### src/design/alr_pkg.sv
// Shared types, widths and codes for the antialiased line rasterizer.
package alr_pkg;

  localparam int FRAC_W         = 16;
  localparam int SHADE_BITS_DEF = 3;
  localparam int HALF_UNIT      = 32768;

  localparam int IN_W      = 27;
  localparam int OFS_W     = 10;
  localparam int POS_W     = 28;
  localparam int DELTA_W   = 29;
  localparam int MAG_W     = 28;
  localparam int QUO_W     = 17;
  localparam int DIV_CNT_W = 5;
  localparam int GRAD_W    = 18;
  localparam int OFF_W     = 17;
  localparam int PROD_W    = GRAD_W + OFF_W;
  localparam int NEND_W    = 29;
  localparam int MINOR_W   = 32;
  localparam int PIX_W     = 12;
  localparam int IDX_W     = 13;
  localparam int WPROD_W   = 2 * FRAC_W;
  localparam int CFG_IDX_W = 1;

  localparam logic ACT_BEGIN   = 1'b0;
  localparam logic ACT_ADVANCE = 1'b1;

  localparam logic [CFG_IDX_W-1:0] CFG_X_OFFSET = 1'b0;
  localparam logic [CFG_IDX_W-1:0] CFG_Y_OFFSET = 1'b1;

  typedef enum logic [3:0] {
    ST_IDLE,
    ST_DELTA,
    ST_ORDER,
    ST_DIV,
    ST_ROUND,
    ST_OFF,
    ST_PROD,
    ST_NEND,
    ST_WGT,
    ST_EMIT
  } alr_state_e;

  typedef enum logic [3:0] {
    OP_NONE,
    OP_LOAD,
    OP_DELTA,
    OP_ORDER,
    OP_DIV,
    OP_ROUND,
    OP_OFF,
    OP_PROD,
    OP_NEND,
    OP_WGT,
    OP_EMIT,
    OP_ADVANCE
  } alr_op_e;

  typedef struct packed {
    alr_op_e op;
    logic    ep;
  } alr_cmd_t;

  typedef struct packed {
    logic div_last;
    logic line_active;
  } alr_sts_t;

endpackage

### src/design/alr_ctrl.sv
// Sequencer for the line rasterizer: handshakes, begin sequence, output valid.
module alr_ctrl import alr_pkg::*; (
  input  logic     clk_i,
  input  logic     rst_ni,
  input  logic     in_valid_i,
  input  logic     action_i,
  output logic     in_stall_o,
  output logic     out_valid_o,
  input  logic     out_stall_i,
  input  alr_sts_t sts_i,
  output alr_cmd_t cmd_o
);

  alr_state_e state_q, state_d;
  logic       ep_q, ep_d;
  logic       out_valid_q, out_valid_d;
  logic       out_free;
  logic       load_out;

  assign out_free    = !out_valid_q || !out_stall_i;
  assign out_valid_o = out_valid_q;

  always_ff @(posedge clk_i or negedge rst_ni) begin
    if (!rst_ni) begin
      state_q     <= ST_IDLE;
      ep_q        <= 1'b0;
      out_valid_q <= 1'b0;
    end else begin
      state_q     <= state_d;
      ep_q        <= ep_d;
      out_valid_q <= out_valid_d;
    end
  end

  always_comb begin
    state_d    = state_q;
    ep_d       = ep_q;
    in_stall_o = 1'b1;
    load_out   = 1'b0;
    cmd_o.op   = OP_NONE;
    cmd_o.ep   = ep_q;
    case (state_q)
      ST_IDLE: begin
        in_stall_o = !out_free;
        if (in_valid_i && out_free) begin
          if (action_i == ACT_BEGIN) begin
            cmd_o.op = OP_LOAD;
            ep_d     = 1'b0;
            state_d  = ST_DELTA;
          end else if (sts_i.line_active) begin
            cmd_o.op = OP_ADVANCE;
            load_out = 1'b1;
          end
        end
      end
      ST_DELTA: begin
        cmd_o.op = OP_DELTA;
        state_d  = ST_ORDER;
      end
      ST_ORDER: begin
        cmd_o.op = OP_ORDER;
        state_d  = ST_DIV;
      end
      ST_DIV: begin
        cmd_o.op = OP_DIV;
        if (sts_i.div_last) begin
          state_d = ST_ROUND;
        end
      end
      ST_ROUND: begin
        cmd_o.op = OP_ROUND;
        state_d  = ST_OFF;
      end
      ST_OFF: begin
        cmd_o.op = OP_OFF;
        state_d  = ST_PROD;
      end
      ST_PROD: begin
        cmd_o.op = OP_PROD;
        state_d  = ST_NEND;
      end
      ST_NEND: begin
        cmd_o.op = OP_NEND;
        state_d  = ST_WGT;
      end
      ST_WGT: begin
        cmd_o.op = OP_WGT;
        state_d  = ST_EMIT;
      end
      ST_EMIT: begin
        if (out_free) begin
          cmd_o.op = OP_EMIT;
          load_out = 1'b1;
          if (ep_q) begin
            state_d = ST_IDLE;
          end else begin
            ep_d    = 1'b1;
            state_d = ST_OFF;
          end
        end
      end
      default: begin
        state_d = ST_IDLE;
      end
    endcase
  end

  always_comb begin
    if (load_out) begin
      out_valid_d = 1'b1;
    end else if (!out_stall_i) begin
      out_valid_d = 1'b0;
    end else begin
      out_valid_d = out_valid_q;
    end
  end

endmodule

### src/design/alr_dp.sv
// Datapath: endpoint setup, gradient divider, endpoint weights, interior stepping.
module alr_dp import alr_pkg::*; #(
  parameter int SHADE_BITS = SHADE_BITS_DEF
) (
  input  logic                         clk_i,
  input  logic                         rst_ni,
  input  alr_cmd_t                     cmd_i,
  output alr_sts_t                     sts_o,
  input  logic signed [IN_W-1:0]       start_x_i,
  input  logic signed [IN_W-1:0]       start_y_i,
  input  logic signed [IN_W-1:0]       end_x_i,
  input  logic signed [IN_W-1:0]       end_y_i,
  input  logic                         cfg_valid_i,
  input  logic [CFG_IDX_W-1:0]         cfg_index_i,
  input  logic [OFS_W-1:0]             cfg_data_i,
  output logic signed [PIX_W-1:0]      pixel_x_o,
  output logic signed [PIX_W-1:0]      pixel_y_o,
  output logic [SHADE_BITS-1:0]        shade_main_o,
  output logic [SHADE_BITS-1:0]        shade_side_o,
  output logic                         side_along_y_o,
  output logic                         last_of_line_o
);

  logic [OFS_W-1:0]          x_off_q, y_off_q;
  logic signed [POS_W-1:0]   x1_q, y1_q, x2_q, y2_q;
  logic [MAG_W-1:0]          adx_q, ady_q;
  logic                      dx_neg_q, dy_neg_q;
  logic signed [POS_W-1:0]   a1_q, b1_q, a2_q, b2_q;
  logic                      xmaj_q;
  logic [MAG_W-1:0]          den_q;
  logic                      den_zero_q, neg_q;
  logic [MAG_W:0]            rem_q;
  logic [QUO_W-1:0]          quo_q;
  logic [DIV_CNT_W-1:0]      cnt_q;
  logic signed [GRAD_W-1:0]  grad_q;
  logic signed [OFF_W-1:0]   off_q;
  logic [FRAC_W-1:0]         gap_q;
  logic signed [IDX_W-1:0]   i1_q, i2_q;
  logic signed [PROD_W-1:0]  prod_q;
  logic signed [NEND_W-1:0]  nend_q;
  logic [SHADE_BITS-1:0]     wmain_q, wside_q;
  logic [MINOR_W-1:0]        minor_q;
  logic signed [IDX_W-1:0]   maj_cur_q, maj_last_q;
  logic                      active_q;
  logic signed [PIX_W-1:0]   px_q, py_q;
  logic [SHADE_BITS-1:0]     sm_q, ss_q;
  logic                      side_q, last_q;

  // setup
  logic signed [DELTA_W-1:0] dx, dy;
  logic [DELTA_W-1:0]        adx_full, ady_full;
  logic                      xmaj_new, swap, minor_neg;
  logic [MAG_W-1:0]          num_mag, den_new;
  logic signed [POS_W-1:0]   maj1, maj2, min1, min2;

  // divider
  logic                      div_ge;
  logic [MAG_W:0]            div_sub;
  logic                      div_last;
  logic                      round_up;
  logic [QUO_W-1:0]          quo_rnd;
  logic signed [GRAD_W-1:0]  grad_new;

  // endpoint
  logic signed [POS_W-1:0]   a_sel, b_sel;
  logic [FRAC_W-1:0]         h_low;
  logic signed [DELTA_W-1:0] h_full;
  logic signed [PROD_W-1:0]  prod_new, prod_sh;
  logic [FRAC_W-1:0]         nfrac, nfrac_inv;
  logic [WPROD_W-1:0]        wm_full, ws_full;
  logic signed [IDX_W:0]     span;
  logic                      active_new;
  logic [MINOR_W-1:0]        grad_ext, nend_ext;

  // emit
  logic                      adv_last;
  logic signed [PIX_W-1:0]   e_major, e_minor;
  logic [SHADE_BITS-1:0]     e_sm, e_ss;
  logic                      e_last;
  logic                      load_out;

  assign dx = $signed({x2_q[POS_W-1], x2_q}) - $signed({x1_q[POS_W-1], x1_q});
  assign dy = $signed({y2_q[POS_W-1], y2_q}) - $signed({y1_q[POS_W-1], y1_q});
  assign adx_full = dx[DELTA_W-1] ? -dx : dx;
  assign ady_full = dy[DELTA_W-1] ? -dy : dy;

  assign xmaj_new  = adx_q > ady_q;
  assign swap      = xmaj_new ? dx_neg_q : dy_neg_q;
  assign minor_neg = xmaj_new ? dy_neg_q : dx_neg_q;
  assign num_mag   = xmaj_new ? ady_q : adx_q;
  assign den_new   = xmaj_new ? adx_q : ady_q;
  assign maj1      = xmaj_new ? x1_q : y1_q;
  assign maj2      = xmaj_new ? x2_q : y2_q;
  assign min1      = xmaj_new ? y1_q : x1_q;
  assign min2      = xmaj_new ? y2_q : x2_q;

  assign div_ge   = rem_q >= {1'b0, den_q};
  assign div_sub  = div_ge ? (rem_q - {1'b0, den_q}) : rem_q;
  assign div_last = cnt_q == DIV_CNT_W'(QUO_W - 1);
  assign round_up = {rem_q, 1'b0} >= {2'b00, den_q};
  assign quo_rnd  = quo_q + QUO_W'(round_up);
  assign grad_new = den_zero_q ? '0 :
                    (neg_q ? -$signed({1'b0, quo_rnd}) : $signed({1'b0, quo_rnd}));

  assign a_sel  = cmd_i.ep ? a2_q : a1_q;
  assign b_sel  = cmd_i.ep ? b2_q : b1_q;
  assign h_low  = {~a_sel[FRAC_W-1], a_sel[FRAC_W-2:0]};
  assign h_full = $signed({a_sel[POS_W-1], a_sel}) + $signed(DELTA_W'(HALF_UNIT));
  assign prod_new = grad_q * off_q;
  assign prod_sh  = prod_q >>> FRAC_W;
  assign nfrac    = nend_q[FRAC_W-1:0];
  assign nfrac_inv = ~nfrac;
  assign wm_full  = nfrac_inv * gap_q;
  assign ws_full  = nfrac * gap_q;

  assign span       = $signed({i2_q[IDX_W-1], i2_q}) - $signed({i1_q[IDX_W-1], i1_q});
  assign active_new = span >= $signed((IDX_W + 1)'(2));
  assign grad_ext   = {{(MINOR_W - GRAD_W){grad_q[GRAD_W-1]}}, grad_q};
  assign nend_ext   = {{(MINOR_W - NEND_W){nend_q[NEND_W-1]}}, nend_q};

  assign adv_last = maj_cur_q >= maj_last_q;

  always_comb begin
    if (cmd_i.op == OP_ADVANCE) begin
      e_major = maj_cur_q[PIX_W-1:0];
      e_minor = minor_q[FRAC_W +: PIX_W];
      e_sm    = ~minor_q[FRAC_W-1 -: SHADE_BITS];
      e_ss    = minor_q[FRAC_W-1 -: SHADE_BITS];
      e_last  = adv_last;
    end else begin
      e_major = cmd_i.ep ? i2_q[PIX_W-1:0] : i1_q[PIX_W-1:0];
      e_minor = nend_q[FRAC_W +: PIX_W];
      e_sm    = wmain_q;
      e_ss    = wside_q;
      e_last  = cmd_i.ep && !active_new;
    end
  end

  assign load_out = (cmd_i.op == OP_EMIT) || (cmd_i.op == OP_ADVANCE);

  always_ff @(posedge clk_i or negedge rst_ni) begin
    if (!rst_ni) begin
      x_off_q    <= '0;
      y_off_q    <= '0;
      xmaj_q     <= 1'b0;
      cnt_q      <= '0;
      grad_q     <= '0;
      minor_q    <= '0;
      maj_cur_q  <= '0;
      maj_last_q <= '0;
      active_q   <= 1'b0;
    end else begin
      if (cfg_valid_i) begin
        case (cfg_index_i)
          CFG_X_OFFSET: x_off_q <= cfg_data_i;
          CFG_Y_OFFSET: y_off_q <= cfg_data_i;
          default: ;
        endcase
      end
      case (cmd_i.op)
        OP_ORDER: begin
          xmaj_q <= xmaj_new;
          cnt_q  <= '0;
        end
        OP_DIV: begin
          cnt_q <= cnt_q + DIV_CNT_W'(1);
        end
        OP_ROUND: begin
          grad_q <= grad_new;
        end
        OP_EMIT: begin
          if (cmd_i.ep) begin
            active_q   <= active_new;
            maj_cur_q  <= i1_q + IDX_W'(1);
            maj_last_q <= i2_q - IDX_W'(1);
          end else begin
            minor_q <= nend_ext + grad_ext;
          end
        end
        OP_ADVANCE: begin
          minor_q <= minor_q + grad_ext;
          if (adv_last) begin
            active_q <= 1'b0;
          end else begin
            maj_cur_q <= maj_cur_q + IDX_W'(1);
          end
        end
        default: ;
      endcase
    end
  end

  always_ff @(posedge clk_i) begin
    case (cmd_i.op)
      OP_LOAD: begin
        x1_q <= $signed({start_x_i[IN_W-1], start_x_i}) + $signed({2'b00, x_off_q, 16'h0000});
        y1_q <= $signed({start_y_i[IN_W-1], start_y_i}) + $signed({2'b00, y_off_q, 16'h0000});
        x2_q <= $signed({end_x_i[IN_W-1], end_x_i}) + $signed({2'b00, x_off_q, 16'h0000});
        y2_q <= $signed({end_y_i[IN_W-1], end_y_i}) + $signed({2'b00, y_off_q, 16'h0000});
      end
      OP_DELTA: begin
        adx_q    <= adx_full[MAG_W-1:0];
        ady_q    <= ady_full[MAG_W-1:0];
        dx_neg_q <= dx[DELTA_W-1];
        dy_neg_q <= dy[DELTA_W-1];
      end
      OP_ORDER: begin
        a1_q       <= swap ? maj2 : maj1;
        a2_q       <= swap ? maj1 : maj2;
        b1_q       <= swap ? min2 : min1;
        b2_q       <= swap ? min1 : min2;
        den_q      <= den_new;
        den_zero_q <= den_new == '0;
        neg_q      <= (num_mag != '0) && (minor_neg ^ swap);
        rem_q      <= {1'b0, num_mag};
        quo_q      <= '0;
      end
      OP_DIV: begin
        quo_q <= {quo_q[QUO_W-2:0], div_ge};
        rem_q <= div_last ? div_sub : {div_sub[MAG_W-1:0], 1'b0};
      end
      OP_OFF: begin
        off_q <= $signed(OFF_W'(HALF_UNIT)) - $signed({1'b0, h_low});
        gap_q <= ~h_low;
        if (cmd_i.ep) begin
          i2_q <= h_full[DELTA_W-1:FRAC_W];
        end else begin
          i1_q <= h_full[DELTA_W-1:FRAC_W];
        end
      end
      OP_PROD: begin
        prod_q <= prod_new;
      end
      OP_NEND: begin
        nend_q <= $signed({b_sel[POS_W-1], b_sel}) + prod_sh[NEND_W-1:0];
      end
      OP_WGT: begin
        wmain_q <= wm_full[WPROD_W-1 -: SHADE_BITS];
        wside_q <= ws_full[WPROD_W-1 -: SHADE_BITS];
      end
      default: ;
    endcase
    if (load_out) begin
      px_q   <= xmaj_q ? e_major : e_minor;
      py_q   <= xmaj_q ? e_minor : e_major;
      sm_q   <= e_sm;
      ss_q   <= e_ss;
      side_q <= xmaj_q;
      last_q <= e_last;
    end
  end

  assign sts_o.div_last    = div_last;
  assign sts_o.line_active = active_q;

  assign pixel_x_o      = px_q;
  assign pixel_y_o      = py_q;
  assign shade_main_o   = sm_q;
  assign shade_side_o   = ss_q;
  assign side_along_y_o = side_q;
  assign last_of_line_o = last_q;

endmodule

### src/design/antialiased_line_rasterizer.sv
// Top level of the antialiased line rasterizer: sequencer plus datapath.
//
//  channel | handshake                 | payload
//  --------+---------------------------+--------------------------------------------
//  in      | in_valid_i / in_stall_o   | action_i, start_x_i, start_y_i, end_x_i, end_y_i
//  out     | out_valid_o / out_stall_i | pixel_x_o, pixel_y_o, shade_main_o,
//          |                           | shade_side_o, side_along_y_o, last_of_line_o
//  cfg     | cfg_valid_i / cfg_ready_o | cfg_index_i, cfg_data_i
//
// Advance: one pair per cycle while out is not stalled and no begin is being set up.
// Begin: the first pair shows after the delta, order, restoring divider and round steps
// for the gradient and the shared offset/product/minor-end/weight stages for the first
// endpoint; those stages run again for the second pair, and input stalls until both are out.
// Reset clears offsets, gradient, line state and the output valid.
// A stalled output holds its pair; input is stalled until the output register is free.
module antialiased_line_rasterizer import alr_pkg::*; #(
  parameter int SHADE_BITS = SHADE_BITS_DEF
) (
  input  logic                    clk_i,
  input  logic                    rst_ni,
  input  logic                    in_valid_i,
  output logic                    in_stall_o,
  input  logic                    action_i,
  input  logic signed [IN_W-1:0]  start_x_i,
  input  logic signed [IN_W-1:0]  start_y_i,
  input  logic signed [IN_W-1:0]  end_x_i,
  input  logic signed [IN_W-1:0]  end_y_i,
  output logic                    out_valid_o,
  input  logic                    out_stall_i,
  output logic signed [PIX_W-1:0] pixel_x_o,
  output logic signed [PIX_W-1:0] pixel_y_o,
  output logic [SHADE_BITS-1:0]   shade_main_o,
  output logic [SHADE_BITS-1:0]   shade_side_o,
  output logic                    side_along_y_o,
  output logic                    last_of_line_o,
  input  logic                    cfg_valid_i,
  output logic                    cfg_ready_o,
  input  logic [CFG_IDX_W-1:0]    cfg_index_i,
  input  logic [OFS_W-1:0]        cfg_data_i
);

  alr_cmd_t cmd;
  alr_sts_t sts;

  assign cfg_ready_o = 1'b1;

  alr_ctrl u_ctrl (
    .clk_i       (clk_i),
    .rst_ni      (rst_ni),
    .in_valid_i  (in_valid_i),
    .action_i    (action_i),
    .in_stall_o  (in_stall_o),
    .out_valid_o (out_valid_o),
    .out_stall_i (out_stall_i),
    .sts_i       (sts),
    .cmd_o       (cmd)
  );

  alr_dp #(
    .SHADE_BITS (SHADE_BITS)
  ) u_dp (
    .clk_i          (clk_i),
    .rst_ni         (rst_ni),
    .cmd_i          (cmd),
    .sts_o          (sts),
    .start_x_i      (start_x_i),
    .start_y_i      (start_y_i),
    .end_x_i        (end_x_i),
    .end_y_i        (end_y_i),
    .cfg_valid_i    (cfg_valid_i && cfg_ready_o),
    .cfg_index_i    (cfg_index_i),
    .cfg_data_i     (cfg_data_i),
    .pixel_x_o      (pixel_x_o),
    .pixel_y_o      (pixel_y_o),
    .shade_main_o   (shade_main_o),
    .shade_side_o   (shade_side_o),
    .side_along_y_o (side_along_y_o),
    .last_of_line_o (last_of_line_o)
  );

endmodule

### config.mk
export PLATFORM = sky130hd
export DESIGN_NAME = antialiased_line_rasterizer
export DESIGN_NICKNAME = d
export VERILOG_FILES = /design/src/design/alr_pkg.sv /design/src/design/alr_ctrl.sv /design/src/design/alr_dp.sv /design/src/design/antialiased_line_rasterizer.sv
export SDC_FILE = /design/constraint.sdc
export NUM_CORES = 2
export LEC_CHECK = 0
export BUFFER_PORTS_ARGS = -buffer_cell sky130_fd_sc_hd__buf_2
export CORE_ASPECT_RATIO = 1.5
export CORE_MARGIN = 2
export CORE_UTILIZATION = 60
export CTS_CLUSTER_SIZE = 24
export DETAILED_ROUTE_END_ITERATION = 6
export GPL_ROUTABILITY_DRIVEN = 0
export HOLD_SLACK_MARGIN = 0.12
export PLACE_DENSITY = 0.79
export SETUP_SLACK_MARGIN = 0.3
export SLEW_MARGIN = 15
export SYNTH_ARGS = -nofsm -noshare
export SYNTH_HDL_FRONTEND = slang
export SYNTH_SLANG_ARGS = --single-unit
### constraint.sdc
create_clock -name clk_i -period 16.54 [get_ports clk_i]
set_clock_uncertainty 0.2 [all_clocks]
set_input_delay 1.654 -clock clk_i [delete_from_list [all_inputs] [get_ports clk_i]]
set_output_delay 1.654 -clock clk_i [all_outputs]
set_load 0.01 [all_outputs]
# Yosys cells after proc, flatten, opt, wreduce, memory -nomap -nowiden
# Index checks and enable logic that the tools add are counted.
totals:
  regBits: 628
  out_inout_bits: 35
  wordCells: 199
classes:
  add_sub_neg: 21
  multipliers: 3
  n_lt_le_gt_ge: 5
  n_eq_ne: 31
  muxes: 62
  bitwise: 7
  n_reduce_logical: 26
ops:
  columns: ["op", "n"]
  rows:
  - ["28-bit two-way mux", 14]
  - ["27-bit by 27-bit adder with 28-bit output", 4]
  - ["4-bit one-hot mux with 10 select lines", 2]
  - ["16-bit by 16-bit multiplier with 32-bit output", 2]
  - ["32-bit one-hot mux with 2 select lines", 1]
  - ["12-bit two-way mux", 5]
  - ["29-bit two-way mux", 2]
  - ["29-bit one-hot mux with 2 select lines", 1]
  - ["28-bit by 28-bit subtractor with 29-bit output", 2]
  - ["28-bit negation", 2]
  - ["18-bit two-way mux", 2]
  - ["18-bit by 17-bit multiplier with 35-bit output", 1]
  - ["17-bit one-hot mux with 2 select lines", 1]
  - ["32-bit adder", 1]
  - ["4-bit by 3-bit equality test with 1-bit output (second input constant)", 8]
  - ["32-bit two-way mux", 1]
  - ["4-bit two-way mux", 8]
  - ["16-bit NOT", 2]
  - ["29-bit by 18-bit adder with 30-bit output", 1]
  - ["30-bit by 28-bit >= comparator with 1-bit output", 1]
  - ["28-bit by 17-bit adder with 29-bit output (second input constant)", 1]
  - ["28-bit by 19-bit adder with 29-bit output", 1]
  - ["29-bit by 28-bit >= comparator with 1-bit output", 1]
  - ["29-bit by 28-bit subtractor with 29-bit output", 1]
  - ["other kinds (36)", 90]

# Longest topological paths before layout
logic_depth:
  ltp_word: 8
  ltp_mapped: 26
  ltp_nobuf: 25

# Modules after synthesis
# From an unflattened synthesis, not the netlist that was laid out.
unflattened:
  hier_cells: 6705
  hier_area_um2: 66812.8
modules_own_cells:
  columns: ["module", "n_inst", "cells_each", "area_each_um2"]
  rows:
  - ["alr_dp", 1, 6645, 66316.1]
  - ["alr_ctrl", 1, 58, 485.5]
  - ["antialiased_line_rasterizer", 1, 2, 11.3]

# Least setup slack after synthesis
# OpenSTA, ideal clock, no wires.
synth_timing:
  kind: "register to register"
  start: "register u_ctrl.state_q[3]"
  end: "register u_dp.xmaj_q"
  setup_ns: 0.115
  arrival_time_ns: 11.643
  t_required_ns: 16.225
  path_slack_ns: 4.582
  stages_incl_launch_ff: 4
  n_path_buf: 1
  cell_sequence: "dfrtp_1 clkbuf_1 nor3_1 mux2_2"
synth_via:
  elab_chain_len: 3
synth_lines:
  columns: ["item", "line_no", "rtl"]
  rows:
  - ["start: declaration", "alr_ctrl.sv:14", "alr_state_e state_q, state_d;"]
  - ["start signal: assignment", "alr_ctrl.sv:29", "state_q <= state_d;"]
  - ["4-bit equality test, or another cell as far along", "alr_ctrl.sv:42", "case (state_q)"]
  - ["4-bit one-hot mux with 10 select lines (*)", "alr_ctrl.sv:42", null]
  - ["4-bit by 2-bit equality test with 1-bit output (*)", "alr_dp.sv:160", "case (cmd_i.op)"]
  - ["end signal: assignment", "alr_dp.sv:162", "xmaj_q <= xmaj_new;"]
  - ["end: declaration", "alr_dp.sv:29", "logic xmaj_q;"]
# Every way passes the cells marked *; elsewhere a longest branch is shown, timed or not.
# A chain may end at the register's enable or synchronous reset.

# Worst setup path in the final report
layout_timing:
  start: "register u_dp.grad_q[7]"
  end: "register u_dp.prod_q[34] (data pin)"
layout_via:
  elab_chain_len: 1
layout_lines:
  columns: ["item", "line_no", "rtl"]
  rows:
  - ["start: declaration", "alr_dp.sv:35", "logic signed [GRAD_W-1:0] grad_q;"]
  - ["start signal: assignment", "alr_dp.sv:169", "grad_q <= grad_new;"]
  - ["18-bit by 17-bit multiplier with 35-bit output", "alr_dp.sv:109", "assign prod_new = grad_q * off_q;"]
  - ["named net u_dp.prod_new[34]", "alr_dp.sv:68", "logic signed [PROD_W-1:0] prod_new, prod_sh;"]
  - ["end signal: assignment", "alr_dp.sv:232", "prod_q <= prod_new;"]
  - ["end: declaration", "alr_dp.sv:39", "logic signed [PROD_W-1:0] prod_q;"]
# The timed path passes the listed nets, and every way through them passes these cells.

==> results.toml <==
[finish]
drive_above_1_share_pct = 6.81
layout_common_cells = "inv_1 (981), fa_1 (707), ha_1 (582)"
design_area_um2 = 70900
fin_util_pct = 64.5
fillers = 8505
fin_nets = 8192
final_common_cell = "inv_1"
area_growth_pct = 6.49
fin_cells = 8268

[clocking]
tritoncts = "built"
post_cts_buffers = 0
cts.repair.resized = 0
cts.clk_slew.worst_paths_ns = 0.06
h-tree-depth = 2
cts-root-buf = "clkbuf_16"
clock_tree.buffer_depth = 3
holdBufCountCts = 0
cts_sinks = 607
numCtsBuffers = 61
insertion_delay_ns = 0.69

[yosys]
avgSynthCellArea_um2 = 9.86
synth-edff-count = 502
synth-seq-cells = 607
synthSimpleGateAreaFrac_pct = 14.4
synth_compound_area_share_pct = 10.3
synthMuxAreaShare_pct = 5.14
yosysUniqueCellTypes = 91
synthFlopType = "edfxtp_1"
syn-cell-area_um2 = 66600
ys_seq_area_share_pct = 26.6
synth_fa_ha_area_share_pct = 32.2
syn_nets = 8167
synth_xor_area_share_pct = 4.28
synth_top_family_by_area = "adder cells"
postSynthCellCount = 6753
async_flop_share_pct = 17.3
yosys_warnings = 0

[timing]
fmax_mhz = 131
setup_violations = 0
fin_crit_ns = 7.65
worst_slack_ns = 8.89
relSlewSlack_pct = 22.9
setup_tns_ns = 0
period_share_pct = 46.3
worst_slew_pin_slew_ns = 1.16
rsz0062_at_grt = "false"
hold-worst-slack_ns = 0.280
hold_viol = 0
slew_violations = 0

[hold_path]
min_path_type = "reg -> reg"

[detailed_routing]
drc = 15
drt-initial-drc-count = 3843
first_pass_iters = 7
vias = 49900
drt_wl_total_um = 180000
viasPerCell = 6.04
wl_per_cell_um = 21.8
ant_nets = 0

[power_and_ir_drop]
power.leakage_nw = 32.7
p_total_mw = 7.08
power_density_nw_per_um2 = 99.8
peakVddDrop_mv = 0.127

[floorplanning]
io_pins = 160
die_width_um = 276
core_area_um2 = 110000
initial_core_util_pct = 60.5
die_h_um = 412
die_area_um2 = 114000
rows = 149

[worst_setup_path]
start_kind = "flip-flop"
cp_max_fo = 20
required_ns = 16.76
critPathKind = "reg -> reg"
arrival_ns = 7.87
setup.worst_path.end_class = "flip-flop"

[placed_design]
placed_cells = 8149
dp_hpwl_um = 139000
dpl_cell_area_um2 = 68800
port-buffer-count = 158
place_ws_ns = 8.89

[grt]
grtUsageTotal_pct = 32.2
grt_max_degree = 98
grt_pass1_vias = 52200
grt_pass1_wl_um = 282000
grt-ovfl-total = 0
antenna_found_initial = 3

[job]
maxCapViolCount = 0

[status]
status = "finished with violations"
violations = "design-rule violations"
==> sequential cells by signal (all words and copies together) (netlist names), 16 cells and up <==
signal	count
u_dp.y1_q	28
u_dp.b1_q	28
u_dp.a1_q	28
u_dp.den_q	28
u_dp.ady_q	28
u_dp.adx_q	28
u_dp.x1_q	28
u_dp.off_q	17
u_dp.nend_q	28
u_dp.x2_q	28
u_dp.a2_q	28
u_dp.rem_q	29
u_dp.minor_q	28
u_dp.quo_q	17
u_dp.b2_q	28
u_dp.grad_q	18
u_dp.prod_q	19
u_dp.gap_q	16
u_dp.y2_q	28
==> kinds of logic (layout without fill, tap and decap cells) <==
family / after synthesis / in the layout
multiplexers: 333 / 333
XOR/XNOR: 324 / 324
flip-flops: 607 / 607
buffers and inverters: 1253 / 1330
AO/OA/AOI/OAI: 1058 / 1058
other: 1 / 5
AND/OR/NAND/NOR: 1888 / 1888
adder cells (fa/ha/maj): 1289 / 1289
==> layer usage <==
| layer | global-route usage (%) | vias to the layer above | part of all wire (%) |
|---|---|---|---|
| li1 | - | 22600 | - |
| met1 | 34.7 | 24500 | 34 |
| met2 | 56.3 | 2094 | 50 |
| met3 | 5.22 | 698 | 6.6 |
| met4 | 24.2 | 0 | 8.8 |
| met5 | 0 | - | 0 |
==> cell type report <==
cell class	instances	area [um^2]	share of cell area, %
inverters	982	3690	5.20
multi-input cells	4893	44300	62.4
flip-flops and latches	607	17700	25.0
well taps	1434	1790	2.53
diodes	4	10.0	0.0141
repair buffers	233	1360	1.91
clock buffers	76	1640	2.32
clock inverters	39	448	0.632
==> path summary, 6_finish.rpt <==
path / slack, ns / end / depth (start not counted) / from
max in group asynchronous: 13.78 / u_ctrl.ep_q / 2 / rst_ni
worst max-delay path: 8.89 / u_dp.prod_q[34] / 23 / u_dp.grad_q[7]
worst max register to register: 8.89 / u_dp.prod_q[34] / 23 / u_dp.grad_q[7]
min in group asynchronous: 0.93 / u_dp.x_off_q[4] / 1 / rst_ni
worst min-delay path: 0.28 / u_dp.maj_last_q[10] / 2 / u_dp.maj_last_q[10]
worst min register to register: 0.28 / u_dp.maj_last_q[10] / 2 / u_dp.maj_last_q[10]
==> critical path, stage by stage, from the launching register on <==
cell     delay, ns
dfrtp_1       0.87
nand2_1       0.21
fa_1          0.59
inv_1         0.06
fa_1          0.52
inv_1         0.06
fa_1          0.54
inv_1         0.05
fa_1          0.38
fa_1          0.51
inv_1         0.06
fa_1          0.48
inv_1         0.04
ha_1          0.33
a21o_1        0.18
a21o_1        0.18
a21o_1        0.17
a41oi_1       0.48
o21ai_0       0.34
nand3_1       0.18
a31oi_1       0.18
a41o_1        0.34
o41ai_1       0.37
xnor2_1       0.11
==> power breakdown <==
| part | switching, mW | internal, mW |
|---|---|---|
| Clock | 0.645 | 0.821 |
| Combinational | 2.04 | 1.38 |
| Sequential | 0.152 | 2.03 |
==> cell usage after synthesis (21+ instances only) <==
cell type    n  area share [%]
inv_1      982             5.5
fa_1       707              21
ha_1       582              11
nand2_1    545             3.1
edfxtp_1   502              23
nor2_1     310             1.7
and2_1     299             2.8
a21oi_1    289             2.2
mux2i_1    261             3.9
clkbuf_1   245             1.4
o21ai_0    233             1.8
nand2b_1   188             1.8
xnor2_1    186             2.4
nor2b_1    168             1.6
xor2_1     137             1.8
a21o_1     114             1.3
dfrtp_1    105             3.9
nand3_1     93            0.70
nor3_1      83            0.62
mux2_2      72             1.2
o21a_1      69            0.78
a211oi_1    48            0.54
nand4_1     45            0.42
and3_1      40            0.38
a31oi_1     38            0.36
o211ai_1    36            0.41
or3_1       32            0.30
o31ai_1     29            0.33
nor4_1      21            0.20
(Power assumes the default switching activity.)
